## config.mk

```make
export PLATFORM = sky130hd
export DESIGN_NAME = cmpb_front
export DESIGN_NICKNAME = d
export VERILOG_FILES = /design/src/rtl/cmpb_pkg.sv /design/src/rtl/cmpb_front.sv
export SDC_FILE = /design/constraint.sdc
export NUM_CORES = 1
export LEC_CHECK = 0
export ABC_AREA = 1
export ABC_CLOCK_PERIOD_IN_PS = 4000
export BUFFER_PORTS_ARGS = -buffer_cell sky130_fd_sc_hd__buf_2
export CAP_MARGIN = 20
export CORE_UTILIZATION = 52
export DETAILED_ROUTE_END_ITERATION = 7
export PLACE_DENSITY = 0.9
export SYNTH_ARGS = -nofsm -noshare
export SYNTH_HDL_FRONTEND = slang
export SYNTH_SLANG_ARGS = --single-unit
```

## constraint.sdc

```tcl
create_clock -name clk_i -period 4 [get_ports clk_i]
set_input_delay 0.4 -clock clk_i [delete_from_list [all_inputs] [get_ports clk_i]]
set_output_delay 0.4 -clock clk_i [all_outputs]
set_load 0.02 [all_outputs]
```

## src/rtl/cmpb_pkg.sv

```systemverilog
`timescale 1ns / 1ps
// shared types and constants of the cascaded motor pid bank
// no dependencies

package cmpb_pkg;

  localparam int MOTORS     = 8;
  localparam int MOTOR_W    = 3;
  localparam int ANGLE_BITS = 13;
  localparam int INTEG_W    = 32;
  localparam int ADDR_W     = 6;
  localparam int DATA_W     = 64;

  // command codes of an input transaction
  localparam logic [1:0] CMD_FEEDBACK = 2'd0;
  localparam logic [1:0] CMD_TICK     = 2'd1;
  localparam logic [1:0] CMD_TARGET   = 2'd2;
  localparam logic [1:0] CMD_NONE     = 2'd3;

  // configuration register indexes
  localparam logic [2:0] REG_CASCADE = 3'd0;
  localparam logic [2:0] REG_AGAINS  = 3'd1;
  localparam logic [2:0] REG_SGAINS  = 3'd2;
  localparam logic [2:0] REG_ALIMITS = 3'd3;
  localparam logic [2:0] REG_SLIMITS = 3'd4;
  localparam logic [2:0] REG_CURLIM  = 3'd5;
  localparam logic [2:0] REG_WRAP    = 3'd6;

  typedef struct packed {
    logic [1:0]              cmd;
    logic [MOTOR_W-1:0]      motor;
    logic [ANGLE_BITS-1:0]   angle;
    logic signed [15:0]      speed;
    logic signed [31:0]      tgt_angle;
    logic signed [15:0]      tgt_speed;
    logic [15:0]             etime;
  } item_t;

  typedef struct packed {
    logic        cascade;
    logic [47:0] angle_gains;
    logic [47:0] speed_gains;
    logic [63:0] angle_limits;
    logic [47:0] speed_limits;
    logic [14:0] current_limit;
    logic [12:0] wrap_threshold;
  } cfg_t;

endpackage

```

## src/rtl/cmpb_front.sv

```systemverilog
`timescale 1ns / 1ps
// front end: accepts input transactions, drops unknown commands and
// queues the rest for the back end; depends on cmpb_pkg

module cmpb_front import cmpb_pkg::*; (
  input  logic                  clk_i,
  input  logic                  rst_ni,
  input  logic                  push_i,
  output logic                  full_o,
  input  item_t                 item_i,
  output logic                  item_valid_o,
  output item_t                 item_o,
  input  logic                  item_pop_i
);

  item_t       slot_q [2];
  logic        wr_q, wr_d, rd_q, rd_d;
  logic [1:0]  count_q, count_d;
  logic        accept, enq, deq;

  // classify: unknown commands are taken but not queued
  assign full_o       = (count_q == 2'd2);
  assign accept       = push_i && !full_o;
  assign enq          = accept && (item_i.cmd != CMD_NONE);
  assign deq          = item_pop_i && (count_q != 2'd0);
  assign item_valid_o = (count_q != 2'd0);
  assign item_o       = slot_q[rd_q];

  always_comb begin
    wr_d    = wr_q ^ enq;
    rd_d    = rd_q ^ deq;
    count_d = count_q + {1'b0, enq} - {1'b0, deq};
  end

  always_ff @(posedge clk_i or negedge rst_ni) begin
    if (!rst_ni) begin
      wr_q    <= 1'b0;
      rd_q    <= 1'b0;
      count_q <= 2'd0;
    end else begin
      wr_q    <= wr_d;
      rd_q    <= rd_d;
      count_q <= count_d;
    end
  end

  // queue storage
  always_ff @(posedge clk_i) begin
    if (enq) begin
      slot_q[wr_q] <= item_i;
    end
  end

`ifndef SYNTHESIS
  a_count_range: assert property (@(posedge clk_i) disable iff (!rst_ni)
    count_q != 2'd3) else $error("front queue count out of range");
`endif

endmodule

```

==> summary.txt, run 1 <==
critical path arrival: 2.11 ns
vias: 4572
Clk Latency, worst-skew pair: 0.41 ns
final core occ: 65.61%
number of max-cap violations: 0
Yosys warnings: 0
Max Slew Vio Count: 0
Syn Area/Cell: 13.54 um^2
DR DRC count: 0
commonest cells after routing, fill and taps aside: nand2_1 (305), buf_2 (201), edfxtp_1 (196)
Synth Area in Simple Gates: 15.79%
Max Fclk: 398.9 MHz
die height: 121.0 um
IO Pins: 202
drt pass-1 iters: 5
Critical Setup Path Class: register to output port
H-tree levels: 4
clk_skew: 0.006399 ns
worst slew pin tran: 1.018 ns
Tmin final: 2.507 ns
Final Hold Vio Count: 0
number of global-route vias before repair: 4270
Netlist cell types: 11
WL met2: 7.045 mm
initial DRC count: 387
Cell Rows: 43
fin cells: 941
post-CTS sizing: 0
crit path to: item_o[71]
RSZ-0062 raised after global routing: no
PwrDens: 735.0 mW/mm^2
sequential-to-total area share from yosys stat: 81.29%
most common cell after layout, fill and taps aside: nand2_1
initial antenna violation count: 1
post-DR wirelength/cell: 14.43 um
die area: 0.01464 mm^2
core box area: 0.01383 mm^2
CP endpoint kind: output port
Clock Pin Slew Worst Setup and Hold Paths: 0.07 ns
mapped cell area: 0.007363 mm^2
Synth Area in Compound Gates: 0%
r2r setup slk: 1.73 ns
root buf cell: clkbuf_16
cell count after placement: 907
Mapped Nets: 650
gpl congestion: 0.7261
CTS buffer count: 17
r2r worst-path depth: 5
Max FO, Critical Path: 99
reg2reg start: count_q[1]
Nets: 853
Crit Reg-Reg Endpoint: slot_q[0][72]
multiplexer area fraction after synthesis: 0%
fin crit share: 62.67%
top sig layer: met4
Total GRT Usage: 18.88%
layout cells sized above 1: 30.79%
Synth Register Bits: 200
Design Area, Final: 0.009072 mm^2
adder-cell share of the synthesized area: 0.6797%
hpwl dp: 8.711 mm
Sink Count: 200
Final setup viols: 0
HP Class: input port to register
gr ovfl total: 0
Slew HR: 32.12%
post-synthesis xor/xnor area fraction: 0%
Crit path required time: 3.60 ns
outcome: finished clean
area grow syn2layout: 23.21%
Clock Path Buffers: 2
CTS tree: done
routed wl met3: 889 um
first-pass GRT wire length: 20.31 mm
Final Power: 6.668 mW
largest net degree at the start of global routing: 100
IO Port Bufs: 201
crit path launch type: register
Final ANT Viol Nets: 0
maximum vdd drop: 729.1 uV
total wire length: 13.58 mm
Starting Density: 53.25%
Post-Synthesis Cells: 544
Leakage: 3.922 nW
total negative setup slack: 0 ns
worst setup path startpoint: rd_q
largest family of logic cells by synthesized area: simple AND/OR/NAND/NOR gates
M1 WL: 5.366 mm
area post-placement: 0.008546 mm^2
Via-to-Cell Ratio: 4.859
Die X: 121.0 um
[repair_timing]
action | in CTS | in global routing
setup endpoints to repair | 0 | 0
buffers inserted | 0 | 0
endpoints found under the hold margin | 4 | 0
hold buffers | 1 | 0
[synthesized netlist by cell type (all sizes together)]
cell type    n  area share (%)
inv         10            0.54
nand3        2            0.14
nand2      305              16
buf         21             1.7
nor2         2            0.10
ha           4            0.68
dfrtp        4             1.4
edfxtp     196              80
[worst max-delay path, stage by stage, from the launching register on]
cell     delay (ns)
dfrtp_4        0.43
buf_4          0.78
nand2_1        0.13
nand2_1        0.13
buf_2          0.17
[per-stage QoR]
| stage | hold slack [ns] | worst slack, ns |
|---|---|---|
| 2_1_floorplan | 0.1044 | 0.4489 |
| 3_3_place_gp | 0.2146 | 1.617 |
| 3_5_place_dp | 0.2102 | 1.595 |
| 4_1_cts | 0.1437 | 1.426 |
| 5_1_grt | 0.1448 | 1.343 |
| 6_report | 0.1691 | 1.493 |
[flip-flops by register name (all words and copies together), names as in the netlist]
register,flops
slot_q,196
count_q,2
rd_q,1
wr_q,1
[where the power goes]
part | switching, mW | internal, mW
sequential | 0.0921 | 2.75
clock | 0.691 | 0.786
combinational | 1.69 | 0.660
[layer usage]
layer	track usage, %	vias up
li1	-	2237
met1	21.66	2121
met2	32.54	188
met3	6.062	26
met4	7.870	0
met5	0	-
[final cells by class]
type,count,area (um^2)
multi-input cells,313,1237
clock buffers,18,429.2
fillers,953,4755
clock inverters,14,85.08
well taps,180,225.2
repair buffers,205,1064
inverters,10,40.04
diodes,1,2.502
flip-flops and latches,200,5989
[worst min-delay path by stage]
stage / slack (ns) / cells past startpoint / from / endpoint
5_1_grt: 0.14 / 1 / item_i[94] / slot_q[1][94]
3_5_place_dp: 0.21 / 1 / rst_ni / count_q[1]
6_report: 0.17 / 1 / item_i[20] / slot_q[0][20]
4_1_cts: 0.14 / 1 / item_i[0] / slot_q[1][0]
2_1_floorplan: 0.10 / 0 / rst_ni / count_q[0]
3_3_place_gp: 0.21 / 1 / rst_ni / count_q[1]
[cells by family (layout without fill, tap and decap cells)]
kind of cell,after synthesis,in the layout
other,0,1
DFF,200,200
and+or+nand+nor,309,309
buffers and inverters,31,247
adders and majority gates,4,4
Note: power is estimated with default switching activity, not from simulation.
==> run 2, diff against run 1 <==
--- a/config.mk
+++ b/config.mk
@@ -6,7 +6,7 @@
 export NUM_CORES = 1
 export LEC_CHECK = 0
 export ABC_AREA = 1
-export ABC_CLOCK_PERIOD_IN_PS = 4000
+export ABC_CLOCK_PERIOD_IN_PS = 2400
 export BUFFER_PORTS_ARGS = -buffer_cell sky130_fd_sc_hd__buf_2
 export CAP_MARGIN = 20
 export CORE_UTILIZATION = 52
==> constraint.sdc (replaced) <==
create_clock -name clk_i -period 2.4 [get_ports clk_i]
set_input_delay 0.24 -clock clk_i [delete_from_list [all_inputs] [get_ports clk_i]]
set_output_delay 0.24 -clock clk_i [all_outputs]
set_load 0.02 [all_outputs]
==> run 2 against run 1 <==
Net effect:
- sequential power is 67% higher
- register-to-register slack got worse by 1.3 ns
- sequential share of layout area is 5.5 points lower
- hold slack worse by 0.15 ns
- non-clock buffer count rose by 76
- first-iteration DRC count up 11%
- critical path type unchanged
- utilization grew 6.0 points
- setup slack got worse by 1.2 ns
- cell count is 8.0% higher
- critical path depth grew 1
- die area unchanged
==> summary.txt, run 2 (synthesized netlist as in run 1, its figures left out) <==
Clock Path Buffers: 2 (unchanged)
post-CTS sizing: 0 (unchanged)
r2r worst-path depth: 5 (unchanged)
gr ovfl total: 0 (unchanged)
Max Fclk: 470.0 MHz
r2r setup slk: 0.46 ns (-1.27 ns)
first-pass GRT wire length: 23.36 mm (+15%)
Total GRT Usage: 21.63% (+2.7 points)
maximum vdd drop: 688.9 uV (-5.5%)
DR DRC count: 0 (unchanged)
Hold Crit Depth: 1 (unchanged)
Clk Latency, worst-skew pair: 0.43 ns (+0.02 ns)
outcome: finished clean
H-tree levels: 4 (unchanged)
fin cells: 1016 (+8.0%)
clk_skew: 0.01129 ns (+0.004890 ns)
total negative setup slack: 0 ns (unchanged)
Starting Density: 53.25% (unchanged)
Fillers: 873 (-8.4%)
Via-to-Cell Ratio: 4.908 (+1.0%)
root buf cell: clkbuf_16
most flop-heavy register: slot_q
worst slew pin tran: 0.4652 ns (-0.5530 ns)
CTS buffer count: 17 (unchanged)
crit path launch type: register
Design Area, Final: 0.009902 mm^2 (+9.1%)
commonest cells after routing, fill and taps aside: nand2_1 (305), buf_2 (201), edfxtp_1 (196)
area grow syn2layout: 34.48%
HP Class: input port to register
layout cells sized above 1: 29.31% (-1.5 points)
most common cell after layout, fill and taps aside: nand2_1
Crit path required time: 2.16 ns (-1.44 ns)
Tmin final: 2.127 ns
hpwl dp: 9.028 mm (+3.6%)
initial antenna violation count: 1 (unchanged)
Max Slew Vio Count: 0 (unchanged)
Clock Pin Slew Worst Setup and Hold Paths: 0.07 ns (about the same)
initial DRC count: 430 (+11%)
biggest regs: slot_q (196), count_q (2)
core box area: 0.01383 mm^2 (unchanged)
gpl congestion: 0.7329 (+0.94%)
CTS tree: done
number of global-route vias before repair: 4846 (+13%)
Critical Setup Path Class: register to output port
Die X: 121.0 um (unchanged)
IO Pins: 202 (unchanged)
Sequential Area: 0.005989 mm^2 (unchanged)
IO Port Bufs: 201 (unchanged)
post-DR wirelength/cell: 15.38 um (+6.6%)
Max FO, Critical Path: 57 (-42%)
Final ANT Viol Nets: 0 (unchanged)
die area: 0.01464 mm^2 (unchanged)
drt pass-1 iters: 5 (unchanged)
PwrDens: 1166 mW/mm^2 (+59%)
Final setup viols: 0 (unchanged)
total wire length: 15.63 mm (+15%)
Post-CTS Repair Setup Buffers: 0 (unchanged)
Cell Rows: 43 (unchanged)
number of max-cap violations: 0 (unchanged)
Nets: 929 (+8.9%)
Ant. Diodes: 0 (-1)
cell count after placement: 914 (+0.77%)
CP endpoint kind: output port
max reg flops: 196 (unchanged)
largest net degree at the start of global routing: 100 (unchanged)
hold endpoint: slot_q[1][40]
RSZ-0062 raised after global routing: no
hold wc startpoint: item_i[40]
Crit Reg-Reg Endpoint: slot_q[1][81]
Sink Count: 200 (unchanged)
area post-placement: 0.008648 mm^2 (+1.2%)
Final Hold Vio Count: 0 (unchanged)
vias: 4987 (+9.1%)
die height: 121.0 um (unchanged)
hold_ws: 0.01860 ns (-0.1505 ns)
critical path arrival: 1.89 ns (-0.22 ns)
Slew HR: 68.99% (+37 points)
Leakage: 4.276 nW (+9.0%)
Final Power: 11.55 mW (+73%)
multi-input logic area: 0.001237 mm^2 (unchanged)
fin crit share: 88.65%
reg2reg start: count_q[1]
==> run 2: layer usage <==
metal | GRT usage, % | vias to the layer above | routed length, um
li1 | - | 2388 | -
met1 | 24.93 | 2366 | 5970
met2 | 38.39 | 204 | 8425
met3 | 4.652 | 29 | 889
met4 | 10.11 | 0 | 343
met5 | 0 | - | 0
==> run 2: where the power goes <==
group / switching, mW / leakage, nW / total [mW] / internal (mW)
combinational: 2.91 / 2.16 / 4.17 / 1.25
clock: 1.21 / 0.265 / 2.64 / 1.43
sequential: 0.167 / 1.85 / 4.74 / 4.57
total: 4.29 / 4.28 / 11.5 / 7.26
==> run 2: repair_timing <==
action,CTS,global route
setup endpoints to repair,0,0
hold buffers,68,2
hold endpoints to repair,133,3
==> run 2: final cells by class <==
cell class	count	share of cell area (%)
Timing Repair Buffer	281	18.75
Sequential cell	200	60.49
Inverter	10	0.4043
Multi-Input combinational cell	313	12.50
Clock inverter	15	1.289
Tap cell	180	2.274
Clock buffer	17	4.296
==> run 2: worst max-delay path, cell delays in order (launching register included) <==
cell and delay, ns:
dfrtp_4 0.50, inv_4 0.24, buf_12 0.29, nand2_1 0.09, nand2_1 0.10, buf_2 0.18
==> run 2: per-stage QoR <==
step           util (%)  setup WS [ns]
2_1_floorplan         -        -0.1137
3_3_place_gp      62.55         0.5412
3_5_place_dp      62.55         0.4719
4_1_cts           71.47         0.2827
5_1_grt           71.61         0.1923
6_report          71.61         0.2725
==> run 2: how the worst max path moves through the flow <==
stage | cells after the start | end | startpoint | slack [ns]
floorplan | 4 | slot_q[1][0] | count_q[1] | -0.11
global placement | 5 | slot_q[1][78] | count_q[1] | 0.54
detailed placement | 5 | slot_q[1][82] | count_q[1] | 0.47
CTS | 5 | item_o[29] | rd_q | 0.28
global route | 5 | item_o[50] | rd_q | 0.19
finish | 5 | item_o[50] | rd_q | 0.27
